**config.mk**
```make
export PLATFORM = sky130hd
export DESIGN_NAME = postfix_expression_evaluator_core
export DESIGN_NICKNAME = d
export VERILOG_FILES = /design/src/pfx_eval_pkg.sv /design/src/pfx_eval_div.sv /design/src/postfix_expression_evaluator_core.sv
export SDC_FILE = /design/constraint.sdc
export NUM_CORES = 2
export LEC_CHECK = 0
export BUFFER_PORTS_ARGS = -buffer_cell sky130_fd_sc_hd__buf_2
export CORE_MARGIN = 2
export CORE_UTILIZATION = 50
export CTS_CLUSTER_DIAMETER = 40
export CTS_CLUSTER_SIZE = 8
export DETAILED_ROUTE_END_ITERATION = 10
export GPL_ROUTABILITY_DRIVEN = 0
export PLACE_DENSITY = 0.68
export SLEW_MARGIN = 20
export SYNTH_ARGS = -nofsm -noshare
export SYNTH_HDL_FRONTEND = slang
export SYNTH_SLANG_ARGS = --single-unit
```
**constraint.sdc**
```tcl
create_clock -name i_clk -period 6.59 [get_ports i_clk]
set_input_delay 0.9885 -clock i_clk [delete_from_list [all_inputs] [get_ports i_clk]]
set_output_delay 0.9885 -clock i_clk [all_outputs]
set_load 0.05 [all_outputs]
```
**src/pfx_eval_pkg.sv**
```systemverilog
// Package: character codes, error codes and sequencer state for the postfix evaluator.
package pfx_eval_pkg;

    localparam logic [7:0] C_PLUS  = 8'h2B;
    localparam logic [7:0] C_MINUS = 8'h2D;
    localparam logic [7:0] C_STAR  = 8'h2A;
    localparam logic [7:0] C_SLASH = 8'h2F;
    localparam logic [7:0] C_SPACE = 8'h20;
    localparam logic [7:0] C_LF    = 8'h0A;
    localparam logic [7:0] C_ZERO  = 8'h30;
    localparam logic [7:0] C_NINE  = 8'h39;

    localparam logic [31:0] EMPTY_POP_VALUE = 32'hFA0A_1EFF; // -100000001

    localparam logic [1:0] ERR_NONE      = 2'd0;
    localparam logic [1:0] ERR_UNDERFLOW = 2'd1;
    localparam logic [1:0] ERR_DIVZERO   = 2'd2;
    localparam logic [1:0] ERR_OVERFLOW  = 2'd3;

    typedef enum logic [3:0] {
        ST_IDLE,    // wait for a character
        ST_RD_B,    // stack read of b issued
        ST_RD_A,    // b captured, read of a issued
        ST_CALC,    // a captured
        ST_MUL,     // run the operator, start the divider
        ST_DIV,     // divider running
        ST_PUSH,    // push the operator result
        ST_TOP_RD,  // reissue the top read after a pushed number
        ST_TOP,     // top read data available for a newline
        ST_EMIT     // drive the result word
    } t_state;

    // Divider start and finish between top level and divider.
    typedef struct packed {
        logic        start;
        logic [31:0] dividend;
        logic [31:0] divisor;
    } t_div_req;

    typedef struct packed {
        logic        done;
        logic [31:0] quotient;
    } t_div_rsp;

endpackage

```
**src/pfx_eval_div.sv**
```systemverilog
// Iterative 32-bit signed divider, truncating toward zero, one quotient bit a cycle.
module pfx_eval_div
    import pfx_eval_pkg::*;
(
    input  logic     i_clk,
    input  logic     i_rst_n,
    input  t_div_req i_req,
    output t_div_rsp o_rsp
);

    logic        r_busy, n_busy;
    logic [5:0]  r_cnt, n_cnt;
    logic [31:0] r_rem, n_rem;
    logic [31:0] r_quo, n_quo;
    logic [31:0] r_den, n_den;
    logic        r_neg, n_neg;
    logic        r_done, n_done;
    logic [32:0] trial;
    logic [31:0] ma, mb;

    assign ma = i_req.dividend[31] ? 32'(-i_req.dividend) : i_req.dividend;
    assign mb = i_req.divisor[31]  ? 32'(-i_req.divisor)  : i_req.divisor;
    assign trial = {r_rem, r_quo[31]} - {1'b0, r_den};

    // Restoring division step
    always_comb begin
        n_busy = r_busy;
        n_cnt  = r_cnt;
        n_rem  = r_rem;
        n_quo  = r_quo;
        n_den  = r_den;
        n_neg  = r_neg;
        n_done = 1'b0;
        if (i_req.start) begin
            n_busy = 1'b1;
            n_cnt  = 6'd0;
            n_rem  = '0;
            n_quo  = ma;
            n_den  = mb;
            n_neg  = i_req.dividend[31] ^ i_req.divisor[31];
        end else if (r_busy) begin
            if (!trial[32]) begin
                n_rem = trial[31:0];
                n_quo = {r_quo[30:0], 1'b1};
            end else begin
                n_rem = {r_rem[30:0], r_quo[31]};
                n_quo = {r_quo[30:0], 1'b0};
            end
            n_cnt = r_cnt + 6'd1;
            if (r_cnt == 6'd31) begin
                n_busy = 1'b0;
                n_done = 1'b1;
            end
        end
    end

    always_ff @(posedge i_clk) begin
        if (!i_rst_n) begin
            r_busy <= 1'b0;
            r_done <= 1'b0;
            r_cnt  <= '0;
        end else begin
            r_busy <= n_busy;
            r_done <= n_done;
            r_cnt  <= n_cnt;
        end
        r_rem <= n_rem;
        r_quo <= n_quo;
        r_den <= n_den;
        r_neg <= n_neg;
    end

    assign o_rsp.done     = r_done;
    assign o_rsp.quotient = r_neg ? 32'(-r_quo) : r_quo;

endmodule

```
**src/postfix_expression_evaluator_core.sv**
```systemverilog
// Top level: postfix expression evaluator with a memory-held operand stack.
//
// One ASCII character arrives per input word on the s_axis channel (tdata[7:0]).
// Digits build a number, space or newline pushes it, + - * / pop two operands
// and push the result. A newline sends one result word on m_axis:
// tdata[31:0] is the stack top, tdata[33:32] the error code; then the stack
// and the sticky error clear.
// Flow: a digit, an ignored character or a space is handled in the idle state;
// + - * and a divide by zero step through accept, two pops through the
// registered read port, capture, operate and push; / also waits on the
// one-bit-a-cycle divider. A newline puts the result word out through the
// registered top read, which is reissued when a pending number is pushed first;
// the next character is taken the cycle after the word leaves.
// s_axis_tready is low while an item is in work or a result word waits.
// When the receiver stalls, the result word holds in the output register and
// no new character is taken until it is taken.
// Reset (i_rst_n low, synchronous) empties the stack and clears the error;
// the RAM contents need no clearing.
module postfix_expression_evaluator_core
    import pfx_eval_pkg::*;
#(
    parameter int STACK_DEPTH = 64
) (
    input  logic        i_clk,
    input  logic        i_rst_n,
    input  logic        s_axis_tvalid,
    output logic        s_axis_tready,
    input  logic [7:0]  s_axis_tdata,   // [7:0] ch
    output logic        m_axis_tvalid,
    input  logic        m_axis_tready,
    output logic [39:0] m_axis_tdata    // [31:0] value, [33:32] error_code, rest zero
);

    localparam int AW = (STACK_DEPTH > 1) ? $clog2(STACK_DEPTH) : 1;
    localparam int CW = $clog2(STACK_DEPTH + 1);
    localparam logic [CW-1:0] FULL = CW'(STACK_DEPTH);

    logic [31:0] r_mem [STACK_DEPTH];
    logic [31:0] r_rd;

    t_state      r_state, n_state;
    logic [CW-1:0] r_cnt, n_cnt;
    logic [31:0] r_acc, n_acc;
    logic        r_pend, n_pend;
    logic [1:0]  r_err, n_err;
    logic [7:0]  r_op, n_op;
    logic [31:0] r_b, n_b;
    logic [31:0] r_a, n_a;
    logic        r_bemp, n_bemp;
    logic        r_aemp, n_aemp;
    logic [31:0] r_res, n_res;
    logic [31:0] r_oval, n_oval;
    logic [1:0]  r_ocode, n_ocode;

    logic          we;
    logic [AW-1:0] waddr, raddr;
    logic [31:0]   wdata;
    t_div_req      div_req;
    t_div_rsp      div_rsp;
    logic          acc;
    logic [31:0]   acc10;

    // Operand stack RAM, registered read
    always_ff @(posedge i_clk) begin
        if (we) r_mem[waddr] <= wdata;
        r_rd <= r_mem[raddr];
    end

    pfx_eval_div u_div (
        .i_clk  (i_clk),
        .i_rst_n(i_rst_n),
        .i_req  (div_req),
        .o_rsp  (div_rsp)
    );

    assign acc   = s_axis_tvalid && s_axis_tready;
    assign acc10 = 32'((r_acc << 3) + (r_acc << 1)) + {24'd0, s_axis_tdata - C_ZERO};
    assign s_axis_tready = (r_state == ST_IDLE);
    assign m_axis_tvalid = (r_state == ST_EMIT);
    assign m_axis_tdata  = {6'd0, r_ocode, r_oval};

    always_ff @(posedge i_clk) begin
        if (!i_rst_n) begin
            r_state <= ST_IDLE;
            r_cnt   <= '0;
            r_acc   <= '0;
            r_pend  <= 1'b0;
            r_err   <= ERR_NONE;
        end else begin
            r_state <= n_state;
            r_cnt   <= n_cnt;
            r_acc   <= n_acc;
            r_pend  <= n_pend;
            r_err   <= n_err;
        end
        r_op    <= n_op;
        r_b     <= n_b;
        r_a     <= n_a;
        r_bemp  <= n_bemp;
        r_aemp  <= n_aemp;
        r_res   <= n_res;
        r_oval  <= n_oval;
        r_ocode <= n_ocode;
    end

    // Sequencer: flush pending number, pop, compute, push, emit
    always_comb begin
        n_state = r_state;
        n_cnt   = r_cnt;
        n_acc   = r_acc;
        n_pend  = r_pend;
        n_err   = r_err;
        n_op    = r_op;
        n_b     = r_b;
        n_a     = r_a;
        n_bemp  = r_bemp;
        n_aemp  = r_aemp;
        n_res   = r_res;
        n_oval  = r_oval;
        n_ocode = r_ocode;
        we      = 1'b0;
        waddr   = r_cnt[AW-1:0];
        wdata   = r_acc;
        raddr   = AW'(r_cnt - CW'(1));
        div_req = '{start: 1'b0, dividend: r_a, divisor: r_b};
        unique case (r_state)
            ST_IDLE: begin
                if (acc) begin
                    n_op = s_axis_tdata;
                    if (s_axis_tdata >= C_ZERO && s_axis_tdata <= C_NINE) begin
                        n_acc  = acc10;
                        n_pend = 1'b1;
                    end else if (s_axis_tdata == C_SPACE || s_axis_tdata == C_LF ||
                                 s_axis_tdata == C_PLUS || s_axis_tdata == C_MINUS ||
                                 s_axis_tdata == C_STAR || s_axis_tdata == C_SLASH) begin
                        // flush the pending number
                        if (r_pend) begin
                            if (r_cnt >= FULL) begin
                                if (r_err == ERR_NONE) n_err = ERR_OVERFLOW;
                            end else begin
                                we    = 1'b1;
                                n_cnt = r_cnt + CW'(1);
                            end
                        end
                        n_acc  = '0;
                        n_pend = 1'b0;
                        // a push moves the top, so its read goes out again
                        if (s_axis_tdata == C_LF) n_state = we ? ST_TOP_RD : ST_TOP;
                        else if (s_axis_tdata != C_SPACE) n_state = ST_RD_B;
                    end
                end
            end
            ST_RD_B: begin
                // read of b issued this cycle at cnt-1; empty stack pops the fill value
                n_state = ST_RD_A;
                n_bemp  = (r_cnt == '0);
                if (r_cnt != '0) n_cnt = r_cnt - CW'(1);
                else if (r_err == ERR_NONE) n_err = ERR_UNDERFLOW;
            end
            ST_RD_A: begin
                // capture b, issue read of a
                n_state = ST_CALC;
                n_b     = r_bemp ? EMPTY_POP_VALUE : r_rd;
                n_aemp  = (r_cnt == '0);
                if (r_cnt != '0) n_cnt = r_cnt - CW'(1);
                else if (r_err == ERR_NONE) n_err = ERR_UNDERFLOW;
            end
            ST_CALC: begin
                n_a = r_aemp ? EMPTY_POP_VALUE : r_rd;
                n_state = ST_MUL;
            end
            ST_MUL: begin
                n_res = r_a;
                n_state = ST_PUSH;
                case (r_op)
                    C_PLUS:  n_res = r_a + r_b;
                    C_MINUS: n_res = r_a - r_b;
                    C_STAR:  n_res = 32'(r_a * r_b);
                    default: begin
                        if (r_b == '0) begin
                            if (r_err == ERR_NONE) n_err = ERR_DIVZERO;
                            n_res = '0;
                        end else begin
                            div_req.start = 1'b1;
                            n_state = ST_DIV;
                        end
                    end
                endcase
            end
            ST_DIV: begin
                if (div_rsp.done) begin
                    n_res   = div_rsp.quotient;
                    n_state = ST_PUSH;
                end
            end
            ST_PUSH: begin
                if (r_cnt >= FULL) begin
                    if (r_err == ERR_NONE) n_err = ERR_OVERFLOW;
                end else begin
                    we    = 1'b1;
                    wdata = r_res;
                    n_cnt = r_cnt + CW'(1);
                end
                n_state = ST_IDLE;
            end
            ST_TOP_RD: begin
                // read of the new top issued this cycle
                n_state = ST_TOP;
            end
            ST_TOP: begin
                // top read data is on r_rd
                n_state = ST_EMIT;
                if (r_cnt == '0) begin
                    n_oval  = EMPTY_POP_VALUE;
                    n_ocode = (r_err != ERR_NONE) ? r_err : ERR_UNDERFLOW;
                end else begin
                    n_oval  = r_rd;
                    n_ocode = r_err;
                end
                n_cnt = '0;
                n_err = ERR_NONE;
            end
            ST_EMIT: begin
                if (m_axis_tready) n_state = ST_IDLE;
            end
            default: n_state = ST_IDLE;
        endcase
    end

endmodule

```
Yosys cells after proc, flatten, opt, wreduce, memory -nomap -nowiden
Memory sizes are Yosys's and may differ from the RTL's. A register that Yosys moved wholly into a read port is not among the register bits.
Cells that the tools add are included.
{"block": "totals", "ff_bits": 291, "latch_bits": 0, "ramBits": 2048, "mem_bits_ro": 0, "input_bits": 12, "out_inout_bits": 42, "wordCells": 170, "memories": 1}
{"block": "op_classes", "n_addsub": 12, "n_mul": 1, "div_mod_pow": 0, "magnitude_cmp": 3, "eq_ne": 33, "n_shift": 0, "n_mux": 68, "bitwise": 3, "reduce_logical": 28}
{"memory": "r_mem", "depth": 64, "width": 32, "rd": 1, "rd_clocked_by_memory_dff": 1, "write_ports": 1, "line_no": "postfix_expression_evaluator_core.sv:38", "rtl": "logic [31:0] r_mem [STACK_DEPTH];"}
{"cell": "two-way mux 32 bit", "count": 11}
{"cell": "negation 32 bit", "count": 3}
{"cell": "one-hot mux 32 bit (3 select lines)", "count": 1}
{"cell": "adder 32 bit", "count": 2}
{"cell": "== test 8 x 6 -> 1 bit (second input constant)", "count": 8}
{"cell": "one-hot mux 32 bit (2 select lines)", "count": 1}
{"cell": "two-way mux 7 bit", "count": 6}
{"cell": "one-hot mux 4 bit (9 select lines)", "count": 1}
{"cell": "subtractor 33 x 32 -> 33 bit", "count": 1}
{"cell": "adder 32 x 8 -> 32 bit", "count": 1}
{"cell": "zero test 32 bit", "count": 1}
{"cell": "multiplier 32 x 32 -> 32 bit", "count": 1}
{"cell": "two-way mux 4 bit", "count": 8}
{"cell": "subtractor 32 bit", "count": 1}
{"cell": "two-way mux 31 bit", "count": 1}
{"cell": "two-way mux 2 bit", "count": 15}
{"cell": "one-hot mux 7 bit (4 select lines)", "count": 1}
{"cell": "two-way mux 1 bit", "count": 21}
{"cell": "== test 4 x 3 -> 1 bit (second input constant)", "count": 4}
{"cell": "inequality test 2 x 1 -> 1 bit (second input constant)", "count": 7}
{"cell": "AND reduction 6 bit", "count": 2}
{"cell": "inequality test 2 bit (second input constant)", "count": 5}
{"cell": "one-hot mux 2 bit (5 select lines)", "count": 1}
{"cell": "AND reduction 10 bit", "count": 1}
{"cell": "30 further kinds", "count": 44}

Depth between registers and ports, before layout
{"block": "depth", "word_depth": 16, "depth_mapped": 28, "depth_no_buf": 26}

Modules after synthesis
Synthesis repeated with hierarchy kept, for this count alone.
{"block": "unflattened", "cells_unflattened": 6922, "hier_area_um2": 114363.4}
{"module": "postfix_expression_evaluator_core", "instances": 1, "cells_each": 6053, "area_each_um2": 106607.2, "seq_area_each_um2": 67264.5}
{"module": "pfx_eval_div", "instances": 1, "cells_each": 869, "area_each_um2": 7756.2, "seq_area_each_um2": 2752.6}

Worst setup path after synthesis
Ideal clock, no wire load.
{"block": "synth_timing", "kind": "flip-flop to flip-flop", "start": "register r_b[4]", "end": "register r_res[31], data pin", "setup_time_ns": 0.270, "arrival_ns": 6.923, "required_time_ns": 6.320, "path_slack_ns": -0.603, "stages_incl_launch_ff": 26, "n_path_buf": 3, "synth_period_minus_slack_ns": 7.193, "cell_sequence": "edfxtp_1 -> clkbuf_1 -> clkbuf_1 -> clkbuf_1 -> and2_1 -> fa_1 -> inv_1 -> fa_1 -> fa_1 -> fa_1 -> inv_1 -> fa_1 -> fa_1 -> fa_1 -> fa_1 -> ha_1 -> a21o_1 -> a221oi_1 -> a21o_1 -> nand2_1 -> and3_1 -> a31oi_1 -> o21ai_0 -> xnor2_1 -> nand2_1 -> a32oi_1"}
{"block": "synth_between", "elab_chain_len": 4, "word_cells_on_any_way": 7, "classes_between": "add/sub: 2; mul: 1; mux: 3; reduce/logical: 1"}
{"element": "start: declaration", "line_no": "postfix_expression_evaluator_core.sv:47", "rtl": "logic [31:0] r_b, n_b;"}
{"element": "start signal: assignment", "line_no": "postfix_expression_evaluator_core.sv:97", "rtl": "r_b <= n_b;"}
{"element": "branches (longest 2 deep; another with multiplier 32 x 32 -> 32 bit)"}
{"element": "one-hot mux 32 bit (3 select lines) (*)", "line_no": "postfix_expression_evaluator_core.sv:175", "rtl": "case (r_op)"}
{"element": "one-hot mux 32 bit (2 select lines) (*)", "line_no": "postfix_expression_evaluator_core.sv:126", "rtl": "unique case (r_state)"}
{"element": "via n_res[31]", "line_no": "postfix_expression_evaluator_core.sv:51", "rtl": "logic [31:0] r_res, n_res;"}
{"element": "end signal: assignment", "line_no": "postfix_expression_evaluator_core.sv:101", "rtl": "r_res <= n_res;"}
{"element": "end: declaration", "line_no": "postfix_expression_evaluator_core.sv:51"}
Mark *: on every way through the listed nets, which the timed path passes.
A chain may end at the register's enable or synchronous reset.

Worst setup path after layout
{"block": "layout_timing", "start": "register r_b[7]", "end": "register r_res[27], data pin"}
The elaborated chain is that of the path after synthesis.

==> impl_metrics.toml <==
[sta]
fin_ws_ns = -0.425
max_freq_mhz = 143
finalCritPeriodShare_pct = 106
drv_slew = 0
tightestPinTransition_ns = 1.13
hold_slack_ns = 0.301
finalHoldViolations = 0
setup_viol = 17
fin_skew_ns = 0.0704
tns_ns = -3.29
rsz0062_at_grt = "true"
min_period_ns = 7.02
relSlewSlack_pct = 24.4

[die]
io_pins = 54
die_width_um = 481
die_h_um = 481
initial_core_util_pct = 50.2
num_rows = 175
core_mm2 = 0.227
die_area_mm2 = 0.232

[detailed_routing]
first_pass_iters = 6
ant_nets = 0
drcViolationCount = 0
wl_um = 299000
drt_iter0_markers = 6974
viasPerCell = 6.05
vias = 64119
avgRoutedWirePerCell_um = 28.2

[run_status]
status = "complete, but fails checks"
violations = "setup timing"

[critical_path]
r2r_setup_slack_ns = -0.43
slowest_stage = "fa_1"
crit_start = "r_b[7]"
crit_type = "reg2reg"
path_common_cell = "fa_1"
r2r_start = "r_b[7]"
r2r_cells = 25
crit_path_end_kind = "flip-flop"
rr_endpoint = "r_res[27]"
cp.arrival_ns = 7.64
cp_max_fo = 6
cpPeakStageDelay_ns = 0.55
start_kind = "flip-flop"
cp.required_ns = 7.21

[global_routing]
grt_first_pass_wirelength_um = 442000
grt_pass1_vias = 67589
grt_max_degree = 106
grt_usage_pct = 26.1
antenna_found_initial = 22
overflow = 0

[synthesis]
synth.avg_cell_area_um2 = 16.6
synthCells = 6875
ys_types = 82
synth_ff_type = "edfxtp_1"
synthArstFlopShare_pct = 0
syn-cell-area_mm2 = 0.114
ys_seq_elements = 2371
synth_edf_count = 2253
ys_warn_count = 0
synth_seq_area_share_pct = 61.5

[clock_network]
cts_tree = "built"
path_clk_slew_ns = 0.05
cts-root-buf = "clkbuf_16"
cts_sinks = 2371
hold_buffers = 0
htreeDepth = 5
clkLatencyLatePin_ns = 0.96
clock_path_buffers = 4
numCtsBuffers = 382

[cells_and_area]
final_common_cell = "edfxtp_1"
final_nets = 8062
num-fill-cells = 16765
final_cell_mix = "edfxtp_1, mux4_2, inv_1"
fin_area_mm2 = 0.133
area_growth_pct = 16.9
final_layout_size_suffix_gt1_share_pct = 26.3

[place]
place_hpwl_um = 189000
place_ws_ns = -0.405
postPlaceCellArea_mm2 = 0.121
port_buffers = 47

[run]
drv_cap = 0

[power_and_ir_drop]
p_leak_nw = 50.3
ir_worst_vdd_uv = 241
pwr_density_cell_mw_per_mm2 = 262

[hold_path]
hp-start = "s_axis_tdata[5]"
hold_end = "r_op[5]"
hp-class = "in2reg"
whs_path_depth = 1
## layout make-up
cell class	instances	area, µm²	area share (%)
Sequential cell	2371	70000	52.6
Multi-Input combinational cell	3654	42200	31.7
Clock buffer	511	10300	7.77
Timing Repair Buffer	506	4310	3.24
Tap cell	3009	3760	2.83
Inverter	469	1760	1.33
Clock inverter	62	589	0.443
Antenna cell	19	47.5	0.0357
## timing repair
item | in CTS | in global routing
pin swaps | 111 | 83
setup endpoints to repair | 19 | 23
buffers inserted | 32 | 21
gates resized for setup | 136 | 88
cloned | 3 | 1
## flip-flops by register name (all words and copies together) (netlist names), 4 cells and up
signal / cells
u_div.r_quo: 32
u_div.r_den: 32
r_res: 32
r_oval: 32
r_op: 8
u_div.r_rem: 32
r_b: 32
r_acc: 32
u_div.r_cnt: 6
r_rd: 32
r_mem: 2048
r_cnt: 7
r_state: 4
r_a: 32
## per-layer routing
| layer | track usage (%) | vias to the layer above | part of all wire (%) |
|---|---|---|---|
| met5 | 0 | - | 0.029 |
| met1 | 33.3 | 33562 | 38 |
| met4 | 11.1 | 14 | 4.3 |
| met3 | 5.06 | 733 | 7.7 |
| met2 | 43.8 | 2834 | 50 |
| li1 | - | 26976 | - |
## through the flow
| stage | instances | util [%] | power [mW] |
|---|---|---|---|
| after floorplan | 6880 | - | 17.5 |
| after global routing | 10587 | 58.6 | 35.8 |
| after detailed placement | 9965 | 53.2 | 17.7 |
| final | 10601 | 58.7 | 34.9 |
| after CTS | 10566 | 58.4 | 35.1 |
| after global placement | 9965 | 53.2 | 17.7 |
## kinds of logic (layout without fill, tap and decap cells)
logic type                 Yosys count  count (layout)  share of synthesized area, %
DFF                               2371            2371                          61.5
and+or+nand+nor                   1317            1317                          5.87
buffers and inverters              855            1548                          2.86
muxes                              737             737                          13.9
adders and majority gates          666             666                          10.1
AOI/OAI and AO/OA                  645             645                          3.63
xor gates and xnor gates           283             283                          2.18
other                                1              25                       0.00329
## cells in the mapped netlist (9+ instances only)
library cell  number  area, µm²
edfxtp_1        2253      67700
xor2_1           113        990
o22ai_1           17        106
nor2_1           214        803
dfxtp_1          118       2360
a31oi_1           19        119
and3_1            11       68.8
and2_1           314       1960
o41ai_1           16        140
mux4_2           672      15100
mux2i_1           39        390
nand2_1          408       1530
o31ai_1           39        293
nor4_1            13       81.3
mux2_2            26        293
a221oi_1           9       78.8
or2_2             72        450
or4_1             19        143
o21a_1            28        210
nor2b_1           60        375
o21ai_0          164        821
nand2b_1          36        225
a21oi_1          158        791
fa_1             416       8330
clkbuf_1         306       1150
buf_1             66        248
o21bai_1          15        113
o211ai_1          16        120
xnor2_1          170       1490
inv_1            468       1760
a222oi_1          12        120
a22oi_1           11       82.6
nand3_1           47        235
nor3_1            50        250
a21o_1            61        458
a211oi_1          25        188
ha_1             250       3130
or3_1             21        131
nand4_1           20        125
## power breakdown
group	switching, mW	internal, mW	total, mW
registers	0.0684	16.4	16.4
logic	0.575	0.469	1.04
clock network	6.39	11.0	17.4
total	7.03	27.8	34.9
## critical path: cells and delay by family, from the launching register on
family | cells | cell delay (ns)
buffers and inverters | 5 | 0.36
DFF | 1 | 0.43
AOI/OAI and AO/OA | 6 | 0.95
xor gates and xnor gates | 1 | 0.09
and+or+nand+nor | 4 | 0.67
adders and majority gates | 9 | 4.23
## how the worst max path moves through the flow
stage	to	slack, ns	depth (start not counted)
5_1_grt	r_res[24]	-0.62	23
3_5_place_dp	r_res[31]	-0.41	25
3_3_place_gp	r_res[29]	-0.49	25
2_1_floorplan	r_res[24]	-0.13	23
4_1_cts	r_res[31]	-0.40	25
6_report	r_res[27]	-0.43	25
(Power assumes the default switching activity.)
